### src/hw/rtl/lphs_pkg.sv
// Shared types, codes and sizes for the linear probing hash set.
package lphs_pkg;

    localparam int TABLE_SLOTS_DEF = 1024;
    localparam int KEY_W = 32;
    localparam int MODE_W = 2;
    localparam int STATUS_W = 3;
    localparam int SLOT_W = 10;
    localparam int TAG_W = 2;
    localparam int WORD_W = KEY_W + TAG_W;
    localparam int DIGIT_W = 4;

    // operation codes
    localparam logic [MODE_W-1:0] MODE_INSERT = 2'd0;
    localparam logic [MODE_W-1:0] MODE_SEARCH = 2'd1;
    localparam logic [MODE_W-1:0] MODE_DELETE = 2'd2;

    // result codes
    localparam logic [STATUS_W-1:0] STAT_INSERTED  = 3'd0;
    localparam logic [STATUS_W-1:0] STAT_DUPLICATE = 3'd1;
    localparam logic [STATUS_W-1:0] STAT_FOUND     = 3'd2;
    localparam logic [STATUS_W-1:0] STAT_NOT_FOUND = 3'd3;
    localparam logic [STATUS_W-1:0] STAT_DELETED   = 3'd4;
    localparam logic [STATUS_W-1:0] STAT_FULL      = 3'd5;

    // slot tags
    localparam logic [TAG_W-1:0] TAG_EMPTY   = 2'd0;
    localparam logic [TAG_W-1:0] TAG_USED    = 2'd1;
    localparam logic [TAG_W-1:0] TAG_DELETED = 2'd2;

    typedef struct packed {
        logic [MODE_W-1:0] mode;
        logic [KEY_W-1:0]  key;
    } req_t;

    typedef struct packed {
        logic [STATUS_W-1:0] status;
        logic [SLOT_W-1:0]   slot;
    } rsp_t;

    typedef enum logic [2:0] {
        ST_CLEAR,
        ST_IDLE,
        ST_HASH,
        ST_PROBE,
        ST_DONE
    } state_t;

endpackage

### src/hw/rtl/lphs_hash.sv
// Home slot unit: key modulo table size, a mask or a digit-serial remainder.
module lphs_hash #(
    parameter int TABLE_SLOTS = lphs_pkg::TABLE_SLOTS_DEF
) (
    input  logic                           clk,
    input  logic                           rst_n,
    input  logic                           start,
    input  logic [lphs_pkg::KEY_W-1:0]     key,
    output logic                           done,
    output logic [$clog2(TABLE_SLOTS)-1:0] home
);

    localparam int IDX_W = $clog2(TABLE_SLOTS);
    localparam bit POW2 = (TABLE_SLOTS & (TABLE_SLOTS - 1)) == 0;
    localparam int STEPS = lphs_pkg::KEY_W / lphs_pkg::DIGIT_W;
    localparam int CNT_W = $clog2(STEPS);
    localparam logic [IDX_W:0] MODN = (IDX_W + 1)'(TABLE_SLOTS);
    localparam logic [CNT_W-1:0] LAST_STEP = CNT_W'(STEPS - 1);

    logic                        busy_reg, busy_next;
    logic                        done_reg, done_next;
    logic [CNT_W-1:0]            cnt_reg, cnt_next;
    logic [lphs_pkg::KEY_W-1:0]  sh_reg, sh_next;
    logic [IDX_W-1:0]            rem_reg, rem_next;
    logic [IDX_W-1:0]            rem_step;
    logic [IDX_W:0]              trial;

    // four restoring remainder steps, one key bit each, MSB first
    always_comb
    begin
        rem_step = rem_reg;
        trial = '0;
        for (int i = 0; i < lphs_pkg::DIGIT_W; i++)
        begin
            trial = {rem_step, sh_reg[lphs_pkg::KEY_W-1-i]};
            if (trial >= MODN)
            begin
                trial = trial - MODN;
            end
            rem_step = trial[IDX_W-1:0];
        end
    end

    always_comb
    begin
        busy_next = busy_reg;
        done_next = done_reg;
        cnt_next = cnt_reg;
        sh_next = sh_reg;
        rem_next = rem_reg;
        if (start)
        begin
            cnt_next = '0;
            sh_next = key;
            if (POW2)
            begin
                rem_next = key[IDX_W-1:0];
                done_next = 1'b1;
                busy_next = 1'b0;
            end
            else
            begin
                rem_next = '0;
                done_next = 1'b0;
                busy_next = 1'b1;
            end
        end
        else if (busy_reg)
        begin
            rem_next = rem_step;
            sh_next = sh_reg << lphs_pkg::DIGIT_W;
            cnt_next = cnt_reg + 1'b1;
            if (cnt_reg == LAST_STEP)
            begin
                busy_next = 1'b0;
                done_next = 1'b1;
            end
        end
    end

    always_ff @(posedge clk or negedge rst_n)
    begin
        if (!rst_n)
        begin
            busy_reg <= 1'b0;
            done_reg <= 1'b0;
            cnt_reg <= '0;
        end
        else
        begin
            busy_reg <= busy_next;
            done_reg <= done_next;
            cnt_reg <= cnt_next;
        end
    end

    always_ff @(posedge clk)
    begin
        sh_reg <= sh_next;
        rem_reg <= rem_next;
    end

    assign done = done_reg;
    assign home = rem_reg;

endmodule

### config.mk
export PLATFORM = sky130hd
export DESIGN_NAME = lphs_hash
export DESIGN_NICKNAME = d
export VERILOG_FILES = /design/src/hw/rtl/lphs_pkg.sv /design/src/hw/rtl/lphs_hash.sv
export SDC_FILE = /design/constraint.sdc
export NUM_CORES = 1
export LEC_CHECK = 0
export BUFFER_PORTS_ARGS = -buffer_cell sky130_fd_sc_hd__buf_2
export CORE_MARGIN = 2
export CORE_UTILIZATION = 30
export DETAILED_ROUTE_END_ITERATION = 6
export GPL_TIMING_DRIVEN = 0
export SYNTH_ARGS = -nofsm -noshare
export SYNTH_HDL_FRONTEND = slang
export SYNTH_SLANG_ARGS = --single-unit
### constraint.sdc
create_clock -name clk -period 2.8 [get_ports clk]
set_input_delay 0.28 -clock clk [delete_from_list [all_inputs] [get_ports clk]]
set_output_delay 0.28 -clock clk [all_outputs]
set_load 0.005 [all_outputs]
==> impl_metrics.prom <==
# TYPE chip_impl_metric gauge
chip_impl_info{name="status",value="completed"} 1
chip_impl_metric{name="netlist_area",unit="um^2"} 2080
chip_impl_metric{name="grt_pass1_wl",unit="um"} 5800
chip_impl_metric{name="synth_nets",unit=""} 162
chip_impl_metric{name="final_period_minus_worst_setup_slack",unit="ps"} 1700
chip_impl_metric{name="drt_first_pass_iters",unit=""} 6
chip_impl_metric{name="numCtsBuffers",unit=""} 5
chip_impl_metric{name="setup_violations_final",unit=""} 0
chip_impl_metric{name="timing.reg2reg.setup_slack",unit="ps"} 1100
chip_impl_metric{name="clkSlewWorstSetupHoldPaths",unit="ps"} 90
chip_impl_metric{name="die_width",unit="um"} 87.3
chip_impl_metric{name="post-route-period-util",unit=""} 0.608
chip_impl_metric{name="via_count",unit=""} 1159
chip_impl_metric{name="starting_density",unit=""} 0.308
chip_impl_info{name="timing.critical_path.max_delay_family",value="simple AND/OR/NAND/NOR gates"} 1
chip_impl_metric{name="clock-skew-final",unit="ps"} 8.56
chip_impl_info{name="root_buffer_selected_by_cts",value="sky130_fd_sc_hd__clkbuf_8"} 1
chip_impl_metric{name="yosysWarningCount",unit=""} 0
chip_impl_metric{name="slew_hr",unit=""} 0.326
chip_impl_metric{name="htree_num_levels",unit=""} 2
chip_impl_metric{name="worstMarginPinSlew",unit="ps"} 1010
chip_impl_info{name="tritoncts",value="built"} 1
chip_impl_metric{name="routed_wl",unit="um"} 3720
chip_impl_info{name="critical_path.startpoint_type",value="flop"} 1
chip_impl_metric{name="coreArea",unit="um^2"} 6760
chip_impl_metric{name="timing.critical_path.required",unit="ps"} 2720
chip_impl_metric{name="tns",unit="ps"} 0
chip_impl_metric{name="grt_usage",unit=""} 0.105
chip_impl_metric{name="min_delay_path_depth",unit=""} 2
chip_impl_metric{name="crit_fanout",unit=""} 42
chip_impl_info{name="worstPathCellList",value="clkbuf_2 > or2_2"} 1
chip_impl_info{name="r2r_end",value="sh_reg[10]"} 1
chip_impl_info{name="slowest_stage",value="sky130_fd_sc_hd__or2_2"} 1
chip_impl_metric{name="ant_nets",unit=""} 0
chip_impl_metric{name="wl_met3",unit="um"} 266
chip_impl_metric{name="yosys_register_bits",unit=""} 47
chip_impl_metric{name="ports_placed_on_the_boundary",unit=""} 46
chip_impl_metric{name="place.gp.congestion",unit=""} 0.727
chip_impl_info{name="crit-reg2reg-launch",value="busy_reg"} 1
chip_impl_metric{name="maxCapViolCount",unit=""} 0
chip_impl_info{name="topRoutingLayerUsed",value="met4"} 1
chip_impl_metric{name="worstPathBufferInverterCount",unit=""} 1
chip_impl_metric{name="wl_met2",unit="um"} 1640
chip_impl_metric{name="syn_to_final_growth",unit="%"} 20.2
chip_impl_metric{name="synth_cell_types",unit=""} 19
chip_impl_metric{name="post_cts_hold_buffer_count",unit=""} 1
chip_impl_metric{name="worst_r2r_path_depth",unit=""} 2
chip_impl_metric{name="finish.net_count",unit=""} 214
chip_impl_info{name="hold_path.startpoint",value="key[11]"} 1
chip_impl_info{name="grt_setup_unrepaired",value="no"} 1
chip_impl_metric{name="grt_antenna_before_repair",unit=""} 0
chip_impl_metric{name="number_of_global_route_vias_before_repair",unit=""} 1187
chip_impl_metric{name="number_of_failing_hold_endpoints_at_the_final_stage",unit=""} 0
chip_impl_metric{name="synth_cells",unit=""} 125
chip_impl_metric{name="die_area",unit="um^2"} 7610
chip_impl_metric{name="drive_gt1_frac",unit=""} 0.478
chip_impl_info{name="holdPathEnd",value="sh_reg[11]"} 1
chip_impl_metric{name="port_buffers",unit=""} 44
chip_impl_metric{name="timing.fmax",unit="MHz"} 587
chip_impl_metric{name="largest_register_ffs",unit=""} 32
chip_impl_metric{name="arrival",unit="ps"} 1630
chip_impl_metric{name="clock_sink_count",unit=""} 47
chip_impl_metric{name="chipHeight",unit="um"} 87.3
chip_impl_info{name="hp-class",value="in -> reg"} 1
chip_impl_metric{name="place_hpwl",unit="um"} 2560
chip_impl_metric{name="grt_start_max_net_pins",unit=""} 43
chip_impl_metric{name="fin_area",unit="um^2"} 2500
chip_impl_metric{name="drt-wirelength-per-cell",unit="um"} 14.4
chip_impl_metric{name="filler_cell_count",unit=""} 660
chip_impl_metric{name="syn_area_per_cell",unit="um^2"} 16.6
chip_impl_metric{name="placementRows",unit=""} 30
chip_impl_metric{name="leakage",unit="nW"} 1.08
chip_impl_metric{name="placed_cell_area",unit="um^2"} 2400
chip_impl_metric{name="crit_path_largest_cell_delay",unit="ps"} 800
chip_impl_metric{name="drtIter0Drc",unit=""} 66
chip_impl_metric{name="ctsLongestPathBuffers",unit=""} 2
chip_impl_metric{name="cts.repair_timing.setup_buffer_count",unit=""} 0
chip_impl_metric{name="overflow",unit=""} 0
chip_impl_metric{name="worst_ir_drop_vdd",unit="V"} 0.000175
chip_impl_metric{name="drt-vias-per-instance",unit=""} 4.49
chip_impl_metric{name="power_density",unit="nW/um^2"} 557
chip_impl_info{name="path_class",value="reg -> reg"} 1
chip_impl_metric{name="seq_area_frac_synth",unit=""} 0.667
chip_impl_info{name="critPathLaunch",value="busy_reg"} 1
chip_impl_metric{name="wl_met1",unit="um"} 1750
chip_impl_metric{name="post_cts.resized_instances",unit=""} 0
chip_impl_metric{name="antennaDiodeCount",unit=""} 0
chip_impl_metric{name="detail_route.drc_violations",unit=""} 0
chip_impl_info{name="critical_path.endpoint_type",value="flop"} 1
chip_impl_metric{name="slew_violations",unit=""} 0
chip_impl_metric{name="insertion_delay",unit="ps"} 300
==> worst max-delay path by stage <==
| stage | endpoint | slack, ps | depth (start not counted) |
|---|---|---|---|
| 6_report | sh_reg[10] | 1100 | 2 |
| 2_1_floorplan | home[0] | 1300 | 3 |
| 5_1_grt | sh_reg[6] | 970 | 2 |
| 3_3_place_gp | sh_reg[19] | 1020 | 3 |
| 4_1_cts | sh_reg[10] | 1070 | 2 |
| 3_5_place_dp | sh_reg[31] | 990 | 3 |
==> cell families after synthesis <==
kind of cell	Yosys count	synth area share
buffers and inverters	19	0.0590
AOI/OAI and AO/OA	13	0.0331
and+or+nand+nor	15	0.0349
muxes	28	0.190
DFF	47	0.667
xor gates and xnor gates	1	0.00421
adders and majority gates	2	0.0120
==> Yosys cell counts <==
cell                        n  share of area
sky130_fd_sc_hd__a211o_1    1         0.0042
sky130_fd_sc_hd__and2_1     4          0.012
sky130_fd_sc_hd__buf_12     2          0.019
sky130_fd_sc_hd__buf_2      2         0.0048
sky130_fd_sc_hd__buf_6      2          0.011
sky130_fd_sc_hd__clkbuf_2   1         0.0024
sky130_fd_sc_hd__dfrtp_1    5          0.060
sky130_fd_sc_hd__edfxtp_1  42           0.61
sky130_fd_sc_hd__ha_1       2          0.012
sky130_fd_sc_hd__inv_1     12          0.022
sky130_fd_sc_hd__mux2_2     4          0.022
sky130_fd_sc_hd__mux2_4    22           0.16
sky130_fd_sc_hd__mux2i_1    2         0.0096
sky130_fd_sc_hd__nand2_1    6          0.011
sky130_fd_sc_hd__nor2_1     3         0.0054
sky130_fd_sc_hd__nor3b_1    1         0.0036
sky130_fd_sc_hd__o21ai_0   12          0.029
sky130_fd_sc_hd__or2_2      1         0.0030
sky130_fd_sc_hd__xnor2_1    1         0.0042
==> per-stage QoR <==
step / cells / setup WS, ps / util / hold slack, ps / power, mW
after floorplan: 125 / 1300 / - / -15.6 / 0.940
after global placement: 249 / 1020 / 0.355 / 97.9 / 0.996
after detailed placement: 249 / 994 / 0.355 / 99.2 / 0.999
after CTS: 258 / 1070 / 0.370 / 265 / 1.41
after global routing: 258 / 974 / 0.370 / 258 / 1.46
final: 258 / 1100 / 0.370 / 272 / 1.39
==> cells in the final DEF (no fill, tap or decap) <==
| cell | instances |
|---|---|
| sky130_fd_sc_hd__buf_2 | 46 |
| sky130_fd_sc_hd__edfxtp_1 | 42 |
| sky130_fd_sc_hd__mux2_4 | 22 |
| sky130_fd_sc_hd__inv_1 | 12 |
| sky130_fd_sc_hd__o21ai_0 | 12 |
| sky130_fd_sc_hd__nand2_1 | 6 |
| sky130_fd_sc_hd__dfrtp_1 | 5 |
| sky130_fd_sc_hd__clkbuf_8 | 5 |
| sky130_fd_sc_hd__mux2_2 | 4 |
| sky130_fd_sc_hd__and2_1 | 4 |
| sky130_fd_sc_hd__nor2_1 | 3 |
| sky130_fd_sc_hd__buf_6 | 2 |
| sky130_fd_sc_hd__buf_12 | 2 |
| sky130_fd_sc_hd__mux2i_1 | 2 |
| sky130_fd_sc_hd__ha_1 | 2 |
| sky130_fd_sc_hd__clkbuf_2 | 1 |
| sky130_fd_sc_hd__or2_2 | 1 |
| sky130_fd_sc_hd__nor3b_1 | 1 |
| sky130_fd_sc_hd__xnor2_1 | 1 |
| sky130_fd_sc_hd__a211o_1 | 1 |
| sky130_fd_sc_hd__clkinvlp_4 | 1 |
| sky130_fd_sc_hd__clkinv_4 | 1 |
| sky130_fd_sc_hd__clkinv_1 | 1 |
| sky130_fd_sc_hd__dlygate4sd3_1 | 1 |
==> routing by layer <==
layer,up-vias,GRT usage
li1,548,-
met1,556,0.135
met2,49,0.160
met3,6,0.0398
met4,0,0.0378
met5,-,0
==> worst register-to-register path, stage by stage, from the launching register on <==
cell and delay [ps]:
sky130_fd_sc_hd__dfrtp_1 330, sky130_fd_sc_hd__clkbuf_2 170, sky130_fd_sc_hd__or2_2 800
==> layout make-up <==
| class | count | area (um^2) | share of cell area |
|---|---|---|---|
| inverters | 12 | 45.0 | 0.0180 |
| clock inverters | 3 | 20.0 | 0.00801 |
| clock buffers | 5 | 68.8 | 0.0275 |
| flip-flops and latches | 47 | 1390 | 0.555 |
| multi-input cells | 59 | 571 | 0.228 |
| well taps | 80 | 100 | 0.0401 |
| repair buffers | 45 | 230 | 0.0921 |
| plain buffers | 7 | 77.6 | 0.0310 |
==> where the power goes <==
| part | internal, mW | switching (mW) |
|---|---|---|
| clock network | 0.174 | 0.235 |
| logic | 0.0848 | 0.0628 |
| registers | 0.821 | 0.0136 |
(Power assumes the default switching activity.)
